## config.mk

```make
export PLATFORM = sky130hd
export DESIGN_NAME = pixel_stack_median_combine
export DESIGN_NICKNAME = d
export VERILOG_FILES = /design/src/rtl/psmc_pkg.sv /design/src/rtl/psmc_store.sv /design/src/rtl/psmc_ctrl.sv /design/src/rtl/pixel_stack_median_combine.sv
export SDC_FILE = /design/constraint.sdc
export NUM_CORES = 2
export LEC_CHECK = 0
export BUFFER_PORTS_ARGS = -buffer_cell sky130_fd_sc_hd__buf_2
export CORE_UTILIZATION = 50
export CTS_CLUSTER_SIZE = 24
export DETAILED_ROUTE_END_ITERATION = 6
export GPL_ROUTABILITY_DRIVEN = 0
export HOLD_SLACK_MARGIN = 0.12
export PLACE_DENSITY = 0.75
export REMOVE_ABC_BUFFERS = 1
export SLEW_MARGIN = 20
export SYNTH_ARGS = -nofsm -noshare
export SYNTH_HDL_FRONTEND = slang
export SYNTH_SLANG_ARGS = --single-unit
```

## constraint.sdc

```tcl
create_clock -name clk -period 7.49 [get_ports clk]
set_input_delay 0.3745 -clock clk [delete_from_list [all_inputs] [get_ports clk]]
set_output_delay 0.3745 -clock clk [all_outputs]
set_load 0.02 [all_outputs]
```

## src/rtl/psmc_pkg.sv

```systemverilog
package psmc_pkg;

    localparam int DATA_W            = 32;
    localparam int DEPTH_W           = 7;
    localparam int MAX_STACK_DEFAULT = 64;

    localparam logic [DEPTH_W-1:0] DEPTH_RESET = DEPTH_W'(1);

    typedef logic signed [DATA_W-1:0] sample_t;
    typedef logic [DEPTH_W-1:0]       depth_t;

    typedef enum logic [2:0] {
        ST_IDLE,
        ST_SHIFT,
        ST_PLACE,
        ST_CHECK,
        ST_MEDIAN
    } state_t;

endpackage

```

## src/rtl/psmc_store.sv

```systemverilog
module psmc_store #(
    parameter int MAX_STACK = psmc_pkg::MAX_STACK_DEFAULT,
    parameter int ADDR_W    = 6
) (
    input  logic                   clk,
    input  logic                   we,
    input  logic [ADDR_W-1:0]      waddr,
    input  psmc_pkg::sample_t      wdata,
    input  logic                   re,
    input  logic [ADDR_W-1:0]      raddr,
    output psmc_pkg::sample_t      rdata
);
    import psmc_pkg::*;

    sample_t mem [MAX_STACK];
    sample_t rdata_reg;

    always_ff @(posedge clk)
    begin
        if (we)
        begin
            mem[waddr] <= wdata;
        end
    end

    // read data holds until the next read
    always_ff @(posedge clk)
    begin
        if (re)
        begin
            rdata_reg <= mem[raddr];
        end
    end

    assign rdata = rdata_reg;

endmodule

```

## src/rtl/psmc_ctrl.sv

```systemverilog
module psmc_ctrl #(
    parameter int MAX_STACK = psmc_pkg::MAX_STACK_DEFAULT,
    parameter int ADDR_W    = 6,
    parameter int CNT_W     = 7
) (
    input  logic                   clk,
    input  logic                   rst_n,
    input  logic                   cfg_we,
    input  psmc_pkg::depth_t       cfg_wdata,
    input  logic                   s_tvalid,
    output logic                   s_tready,
    input  psmc_pkg::sample_t      s_tdata,
    output logic                   m_tvalid,
    input  logic                   m_tready,
    output psmc_pkg::sample_t      m_tdata,
    output logic                   mem_we,
    output logic [ADDR_W-1:0]      mem_waddr,
    output psmc_pkg::sample_t      mem_wdata,
    output logic                   mem_re,
    output logic [ADDR_W-1:0]      mem_raddr,
    input  psmc_pkg::sample_t      mem_rdata
);
    import psmc_pkg::*;

    localparam logic [8:0] MAX_9 = 9'(MAX_STACK);

    state_t             state_reg, state_next;
    depth_t             depth_reg, depth_next;
    logic [CNT_W-1:0]   fill_reg, fill_next;
    logic [CNT_W-1:0]   pos_reg, pos_next;
    sample_t            samp_reg, samp_next;
    logic               out_valid_reg, out_valid_next;
    sample_t            out_data_reg, out_data_next;

    logic [8:0]         depth_9;
    logic [8:0]         n_9;
    logic [CNT_W-1:0]   n_eff;
    logic [CNT_W-1:0]   med_idx;
    logic [CNT_W-1:0]   fill_inc;
    logic [CNT_W-1:0]   fill_m1;
    logic [CNT_W-1:0]   pos_m1;
    logic [CNT_W-1:0]   pos_m2;

    // effective depth: zero counts as one, saturate at the store size
    always_comb
    begin
        depth_9 = {2'b00, depth_reg};
        if (depth_9 == 9'd0)
        begin
            n_9 = 9'd1;
        end
        else if (depth_9 > MAX_9)
        begin
            n_9 = MAX_9;
        end
        else
        begin
            n_9 = depth_9;
        end
    end

    assign n_eff    = CNT_W'(n_9);
    assign med_idx  = (n_eff - CNT_W'(1)) >> 1;
    assign fill_inc = fill_reg + CNT_W'(1);
    assign fill_m1  = fill_reg - CNT_W'(1);
    assign pos_m1   = pos_reg - CNT_W'(1);
    assign pos_m2   = pos_reg - CNT_W'(2);

    always_ff @(posedge clk or negedge rst_n)
    begin
        if (!rst_n)
        begin
            state_reg     <= ST_IDLE;
            depth_reg     <= DEPTH_RESET;
            fill_reg      <= '0;
            out_valid_reg <= 1'b0;
        end
        else
        begin
            state_reg     <= state_next;
            depth_reg     <= depth_next;
            fill_reg      <= fill_next;
            out_valid_reg <= out_valid_next;
        end
    end

    always_ff @(posedge clk)
    begin
        pos_reg      <= pos_next;
        samp_reg     <= samp_next;
        out_data_reg <= out_data_next;
    end

    // insertion sort into the store: entries above the new sample move up one
    // slot per cycle; reads always go below the slot being written, so no
    // read ever meets a write to the same entry
    always_comb
    begin
        state_next     = state_reg;
        depth_next     = depth_reg;
        fill_next      = fill_reg;
        pos_next       = pos_reg;
        samp_next      = samp_reg;
        out_valid_next = out_valid_reg && !m_tready;
        out_data_next  = out_data_reg;
        mem_we         = 1'b0;
        mem_waddr      = pos_reg[ADDR_W-1:0];
        mem_wdata      = samp_reg;
        mem_re         = 1'b0;
        mem_raddr      = '0;
        s_tready       = (state_reg == ST_IDLE);

        case (state_reg)
            ST_IDLE:
            begin
                if (s_tvalid)
                begin
                    samp_next = s_tdata;
                    if (fill_reg == '0)
                    begin
                        mem_we     = 1'b1;
                        mem_waddr  = '0;
                        mem_wdata  = s_tdata;
                        state_next = ST_CHECK;
                    end
                    else
                    begin
                        mem_re     = 1'b1;
                        mem_raddr  = fill_m1[ADDR_W-1:0];
                        pos_next   = fill_reg;
                        state_next = ST_SHIFT;
                    end
                end
            end
            ST_SHIFT:
            begin
                mem_we = 1'b1;
                if ($signed(mem_rdata) > $signed(samp_reg))
                begin
                    mem_wdata = mem_rdata;
                    pos_next  = pos_m1;
                    if (pos_reg == CNT_W'(1))
                    begin
                        state_next = ST_PLACE;
                    end
                    else
                    begin
                        mem_re    = 1'b1;
                        mem_raddr = pos_m2[ADDR_W-1:0];
                    end
                end
                else
                begin
                    state_next = ST_CHECK;
                end
            end
            ST_PLACE:
            begin
                mem_we     = 1'b1;
                state_next = ST_CHECK;
            end
            ST_CHECK:
            begin
                if (fill_inc < n_eff)
                begin
                    fill_next  = fill_inc;
                    state_next = ST_IDLE;
                end
                else
                begin
                    fill_next  = '0;
                    mem_re     = 1'b1;
                    mem_raddr  = med_idx[ADDR_W-1:0];
                    state_next = ST_MEDIAN;
                end
            end
            ST_MEDIAN:
            begin
                if (!out_valid_reg || m_tready)
                begin
                    out_valid_next = 1'b1;
                    out_data_next  = mem_rdata;
                    state_next     = ST_IDLE;
                end
            end
            default:
            begin
                state_next = ST_IDLE;
            end
        endcase

        if (cfg_we)
        begin
            depth_next = cfg_wdata;
            fill_next  = '0;
        end
    end

    assign m_tvalid = out_valid_reg;
    assign m_tdata  = out_data_reg;

endmodule

```

## src/rtl/pixel_stack_median_combine.sv

```systemverilog
// flow: each beat shifts the stored samples above it up one slot and then takes its place;
// the beat that completes a stack is followed by a read of the median from the store,
// and a new beat is accepted only in the idle state, once the last one is placed
// throughput: set by the insertion loop over the sample memory,
// one stored sample moved per cycle
// reset: stack depth 1, fill count zero, no result pending; memory contents are not cleared
module pixel_stack_median_combine #(
    parameter int MAX_STACK = psmc_pkg::MAX_STACK_DEFAULT
) (
    input  logic                   clk,
    input  logic                   rst_n,
    input  logic                   cfg_we,
    input  psmc_pkg::depth_t       cfg_wdata,      // stack_depth
    input  logic                   s_axis_tvalid,
    output logic                   s_axis_tready,
    input  psmc_pkg::sample_t      s_axis_tdata,   // [31:0] sample
    output logic                   m_axis_tvalid,
    input  logic                   m_axis_tready,
    output psmc_pkg::sample_t      m_axis_tdata    // [31:0] median_value
);
    import psmc_pkg::*;

    localparam int ADDR_W = (MAX_STACK > 1) ? $clog2(MAX_STACK) : 1;
    localparam int CNT_W  = $clog2(MAX_STACK + 1);

    logic              mem_we;
    logic [ADDR_W-1:0] mem_waddr;
    sample_t           mem_wdata;
    logic              mem_re;
    logic [ADDR_W-1:0] mem_raddr;
    sample_t           mem_rdata;

    psmc_ctrl #(
        .MAX_STACK (MAX_STACK),
        .ADDR_W    (ADDR_W),
        .CNT_W     (CNT_W)
    ) u_ctrl (
        .clk       (clk),
        .rst_n     (rst_n),
        .cfg_we    (cfg_we),
        .cfg_wdata (cfg_wdata),
        .s_tvalid  (s_axis_tvalid),
        .s_tready  (s_axis_tready),
        .s_tdata   (s_axis_tdata),
        .m_tvalid  (m_axis_tvalid),
        .m_tready  (m_axis_tready),
        .m_tdata   (m_axis_tdata),
        .mem_we    (mem_we),
        .mem_waddr (mem_waddr),
        .mem_wdata (mem_wdata),
        .mem_re    (mem_re),
        .mem_raddr (mem_raddr),
        .mem_rdata (mem_rdata)
    );

    psmc_store #(
        .MAX_STACK (MAX_STACK),
        .ADDR_W    (ADDR_W)
    ) u_store (
        .clk   (clk),
        .we    (mem_we),
        .waddr (mem_waddr),
        .wdata (mem_wdata),
        .re    (mem_re),
        .raddr (mem_raddr),
        .rdata (mem_rdata)
    );

endmodule

```

== Yosys cells after proc, flatten, opt, wreduce, memory -nomap -nowiden ==
Memories as Yosys holds them, arrays and structs flattened. A register that Yosys moved wholly into a read port is not among the register bits.
Cells that the tools add are included.
Storage, ports and cells
  register bits: 89
  RAM bits: 2048
  output and inout bits: 34
  memories kept: 1
Memories
  u_store.mem: depth 64, bits a word 32, rd ports 1, clocked after memory_dff 1, write ports 1, RTL line psmc_store.sv:15  | sample_t mem [MAX_STACK];
Operators by class
  add/sub/neg operators: 5
  order comparisons: 3
  equality and inequality tests: 10
  multiplexer cells: 42
  reduce and logical (&&, ||, !) cells: 14
Operators with widths (count)
  two-way mux 32 bit: 3
  case mux 32 bit (2 select lines): 1
  two-way mux 7 bit: 8
  two-way mux 6 bit: 8
  > comparator 32 bit: 1
  case mux 6 bit (3 select lines): 1
  two-way mux 3 bit: 5
  case mux 3 bit (5 select lines): 1
  zero test 7 bit: 2
  case mux 7 bit (2 select lines): 1
  subtractor 7 x 1 -> 7 bit, second input constant: 2
  two-way mux 1 bit: 11
  adder 7 x 1 -> 7 bit, second input constant: 1
  == test 7 x 1 -> 1 bit, second input constant: 1
  > comparator 7 bit, second input constant: 1
  < comparator 7 bit: 1
  == test 3 x 2 -> 1 bit, second input constant: 2
  subtractor 6 x 1 -> 6 bit, second input constant: 1
  subtractor 6 x 2 -> 6 bit, second input constant: 1
  != test 2 x 1 -> 1 bit, second input constant: 2
  != test 2 bit, second input constant: 2
  AND reduction 2 bit: 2
  AND reduction 4 bit: 1
  nonzero test 2 bit: 2
  other kinds (12): 13

== Longest topological paths before layout ==
  depth after elaboration: 7
  mapped depth: 21

== Modules after synthesis ==
Synthesis repeated with hierarchy kept, for this count alone.
Second synthesis, totals
  cells, all modules: 3799
  area total of the unflattened synthesis: 84157.0 um^2
Modules (own cells, without submodules)
  psmc_store: instances 1, cells an instance 3324, area an instance 78835.6 um^2, sequential area each 62459.9 um^2
  psmc_ctrl: instances 1, cells an instance 475, area an instance 5321.4 um^2, sequential area each 2583.7 um^2

== Least setup slack after synthesis ==
OpenSTA, ideal clock, no wires.
  kind: register to register
  start: register u_ctrl.state_reg[1]
  end: memory u_store.mem[35][0] (netlist bit), enable pin
  setup time: 0.461 ns
  arrival time: 5.371 ns
  required time: 7.029 ns
  slack: 1.658 ns
  stages on the path, launching flop included: 8
  buffers on the path: 1
  cell sequence: dfrtp_1 > clkbuf_1 > nor4b_4 > nand4_1 > o21ai_0 > nand4_1 > or3_1 > nor3_1
On the way
  cells in the longest elaborated chain, start to end: 5
  elaborated cells between the ends (all ways): 8
  those cells by class: eq/ne (2); mux (4); reduce/logical (2)
Ends and longest elaborated chain
  from (decl): RTL line psmc_ctrl.sv:27  | state_t state_reg, state_next;
  from (signal assigned): RTL line psmc_ctrl.sv:80  | state_reg <= state_next;
  == test 3 x 2 -> 1 bit / == test 3 x 1 -> 1 bit (equally long branches): RTL line psmc_ctrl.sv:113  | case (state_reg)
  OR reduction 2 bit (no line)
  case mux 1 bit (2 select lines): RTL line psmc_ctrl.sv:113
  two-way mux 1 bit: RTL line psmc_store.sv:20  | if (we)
  two-way mux 1 bit (not written as such): RTL line psmc_store.sv:22  | mem[waddr] <= wdata;
  to (decl): RTL line psmc_store.sv:15
Several ways; a longest one is shown, not always the timed one.

== Worst setup path after layout ==
  start: register u_ctrl.fill_reg[0]
  end: register u_store.rdata_reg[22], in the netlist u_store.rdata[22] (read register of u_store.mem), data pin
On the way
  cells in the longest elaborated chain, start to end: 4
  elaborated cells between the ends (all ways): 12
  those cells by class: add/sub (2); order compare (1); mux (8); reduce/logical (1)
Ends and longest elaborated chain
  from (decl): RTL line psmc_ctrl.sv:29  | logic [CNT_W-1:0] fill_reg, fill_next;
  from (signal assigned): RTL line psmc_ctrl.sv:82  | fill_reg <= fill_next;
  adder 7 x 1 -> 7 bit (tied with other cells): RTL line psmc_ctrl.sv:64  | assign fill_inc = fill_reg + CNT_W'(1);
  < comparator 7 bit (tied with other cells): RTL line psmc_ctrl.sv:164  | if (fill_inc < n_eff)
  two-way mux 6 bit (tied with other cells): RTL line psmc_ctrl.sv:164
  case mux 6 bit (3 select lines) / case mux 1 bit (3 select lines) (equally long branches): RTL line psmc_ctrl.sv:113
  to (decl): RTL line psmc_store.sv:16  | sample_t rdata_reg;
Several ways; a longest one is shown, not always the timed one.
A chain may end at the register's enable or synchronous reset.

==> summary.txt <==
Run status
  – Status: finished with violations
  – Violated checks: DRC

Detailed routing
  – DRC: 1
  – Iter 0 DRT Violations: 10520
  – Routed length per instance: 31.5 um
  – Vias per cell: roughly 6.6
  – Vias: 56910
  – Final WL: 272000 um
  – Antenna viol nets, final: 0
  – Iteration count of the initial detailed-routing pass: 7

Die
  – Die Width: 416 um
  – Rows: 151
  – Die area: 173000 um^2
  – Die Ht: between 400 and 500 um
  – Core Box Area: 170000 um^2
  – IO Pins: 78
  – Initial Util: 0.505

Worst setup path
  – Crit path launch type: register
  – CP cell instances: ha_1, nand3_1, nor2_1, xor2_1, ha_1, nand4_1, nor2_1, a2111o_1, nand2_2, o22ai_2, a21o_4, nand2_2, buf_4, a21oi_1, nor3_1, a31oi_1, a22o_1
  – CP endpoint kind: register
  – R2R depth: 17
  – Reg2reg setup slack: approximately 0.86 ns
  – WP data required: between 8 and 9 ns
  – Crit path kind: reg -> reg
  – Reg2reg start: u_ctrl.fill_reg[0]
  – CP max stage delay: 1.04 ns
  – WP data arrival: roughly 7.2 ns
  – Slowest-stage cell, CP: nor3_1
  – Crit-path max FO: 21
  – Reg2reg end: u_store.rdata[22]

Hold path
  – WHS Endpoint: u_ctrl.samp_reg[13]
  – Worst hold path depth: 2
  – HP Class: in -> reg
  – Hold Startpoint: s_axis_tdata[13]

Yosys
  – Sequential area share after synthesis: 0.758
  – Number of synthesized flops with an enable pin: 2151
  – Synth Area in Simple Gates: 0.114
  – Syn Area/Cell: 14.2 um^2
  – Synth warn: 0
  – FF+latch count, synth: approximately 2200
  – Top_reg_cell synth: edfxtp_1
  – Main combinational cell family by area after synthesis: simple AND/OR/NAND/NOR gates
  – Synth cell types: 89
  – Adder-cell area share of the yosys netlist: 0.00656
  – Area contributors post-synth: edfxtp_1, nand2_1, mux2i_1, nand3_1, a21oi_1
  – Post-synth ARST share: 0.00830
  – Share of the synthesized area in the top cell type: 0.752
  – Yosys top cell by area: edfxtp_1
  – Compound-Gate Fraction of Synth Area: 0.0653
  – XOR/XNOR share of the synthesized area: 0.00204
  – Post-Syn Area: 85800 um^2
  – Multiplexer share of the synthesized area: 0.0312
  – Mapped Cells: between 6000 and 7000

Place
  – Port Buf Inserts: 77
  – DP Cell Count: 8187
  – Post-DP HPWL: 158000 um
  – Dpl ws: 1.21 ns

GRT
  – Grt met1 use: 0.398
  – First-pass GRT wire length: 382000 um
  – Initial antenna violation count: 15
  – Global route hottest layer: met2
  – GR Util met3: 0.0879
  – Largest net degree at the start of global routing: 146
  – Number of global-route vias before repair: 53623
  – Congestion Overflow GR: 0
  – Total track usage: 0.309
  – Met2 GRT Util: 0.453

Clocking
  – Clk buf depth: 3
  – CTS tree: yes
  – Clock transition at path regs: 0.07 ns
  – CTS root buffer: clkbuf_16
  – Sink Count: 2169
  – Total CTS buffers: 202
  – Worst skew pair latency: 0.88 ns
  – H-Tree Depth: 4

Cells and area
  – Layout Nets: 6317
  – Fin util: 0.570
  – Register area: about 65000 um^2
  – Multi-input gate area: ~20000 um^2
  – Area grow syn2layout: 12.7%
  – Filler cells: 12613
  – Largest register FFs: approximately 2000
  – Share of cells above drive strength 1: 0.113
  – Most flops, register: u_store.mem
  – Layout Cells excl Fill: 8617

Pwr
  – Power Total: 45.2 mW
  – Maximum VDD drop: around 0.45 mV
  – Leakage: about 32 nW
  – Pwr dens: roughly 470 nW/um^2

Timing
  – Setup ws final: around 0.86 ns
  – Fmax: 0.151 GHz
  – RSZ-0062 raised after global routing: false
  – Hold Fails Final Rpt: 0
  – Slew Viols, Final: 0
  – Setup Viol. Count Final: 0
  – Layout Skew: 0.0553 ns
  – Slew HR: 0.109
  – Least-Margin Pin Slew: 1.33 ns
  – Crit share post-route: 0.885
  – Fin crit period: ~6.6 ns
  – Hold WS: approximately 0.25 ns

Run
  – Total of max-cap violations: 0
[worst max-delay path, delay by kind of cell (launching register included)]
kind,cells,cell delay [ns]
and+or+nand+nor,7,2.40
AOI/OAI and AO/OA,6,2.26
adders and majority gates,2,0.57
DFF,1,0.56
buffers and inverters,1,0.33
xor gates and xnor gates,1,0.22
[worst max path at each step]
stage | startpoint | to | depth (start not counted)
floorplan | u_ctrl.fill_reg[0] | u_store.rdata[21] | 16
global placement | u_ctrl.fill_reg[0] | u_store.rdata[28] | 18
detailed placement | u_ctrl.fill_reg[0] | u_store.rdata[22] | 17
CTS | u_ctrl.fill_reg[0] | u_store.rdata[22] | 17
global route | u_ctrl.fill_reg[0] | u_store.rdata[6] | 18
finish | u_ctrl.fill_reg[0] | u_store.rdata[22] | 17
[repair_timing]
action	in CTS	in global routing
setup endpoints to repair	0	0
endpoints found under the hold margin	75	0
gates resized for setup	0	0
setup buffers	0	0
hold buffers	54	0
[synth_stat cells, types with 23 or more instances]
cell type,count
edfxtp_1,2151
ha_1,45
clkbuf_1,108
inv_1,46
o221ai_1,45
buf_2,192
a32oi_1,23
nand3_1,422
a31oi_1,157
nand4_1,87
nor3_1,44
mux2i_1,254
a21oi_1,259
buf_4,30
buf_1,26
nor2_1,125
nand2_1,1526
o2111ai_1,31
o22ai_1,54
nor4_1,39
a22oi_1,36
o21ai_0,51
[power breakdown]
group	leakage [nW]	internal (mW)	switching, mW	total (mW)
Sequential	19.7	17.1	0.475	17.6
Combinational	9.66	3.89	13.8	17.6
Clock	3.10	5.51	4.49	10.0
Total	32.4	26.5	18.7	45.2
[logic make-up (layout without fill, tap and decap cells)]
logic type,after synthesis,count (layout)
fa+ha+maj,45,45
flops,2169,2169
xor+xnor,20,20
buf+inv,411,755
compound gates,836,836
simple gates,2305,2305
mux,266,266
other cells,0,3
[layer usage]
| metal | part of all wire | vias up |
|---|---|---|
| li1 | - | 23143 |
| met1 | 0.33 | 27642 |
| met2 | 0.43 | 5082 |
| met3 | 0.15 | 1029 |
| met4 | 0.081 | 14 |
| met5 | 0.00040 | - |
[final cells by class]
cell class                 count  share of cell area
clock buffer                 263              0.0551
multi-input combinational   3472               0.203
tap                         2218              0.0287
sequential                  2169               0.672
antenna                        3           0.0000776
clock inverter               109              0.0105
timing repair buffer         337              0.0281
inverter                      46             0.00178
[cell usage in the layout, fill, tap and decap left out, types with 14 or more instances in the layout]
cell	instances
nor2_4	64
buf_4	186
a2bb2oi_1	16
a22o_1	17
nand2_1	1494
buf_2	77
mux2i_1	254
a32oi_1	23
bufinv_16	14
nor4_1	39
nor3_1	42
o22ai_1	54
nand4_1	87
buf_12	19
nand2_2	21
o211ai_1	17
dlygate4sd3_1	54
o221ai_1	45
clkinv_2	37
o21ai_0	49
a21oi_1	257
ha_1	45
clkbuf_16	204
a22oi_1	36
inv_1	46
nor2_1	60
o2111ai_1	31
clkinv_1	40
nand3_1	417
edfxtp_1	2151
a31oi_1	157
a2111oi_0	17
dfrtp_1	17
clkbuf_1	59
[through the flow]
| step | instance area (um^2) | TNS [ns] |
|---|---|---|
| 3_3_place_gp | 89700 | 0 |
| 3_5_place_dp | 89800 | 0 |
| 6_report | 96700 | 0 |
| 4_1_cts | 96700 | 0 |
| 5_1_grt | 96700 | 0 |
| 2_1_floorplan | 84100 | -1128.49 |
No activity file was read; power rests on OpenSTA's default activity.
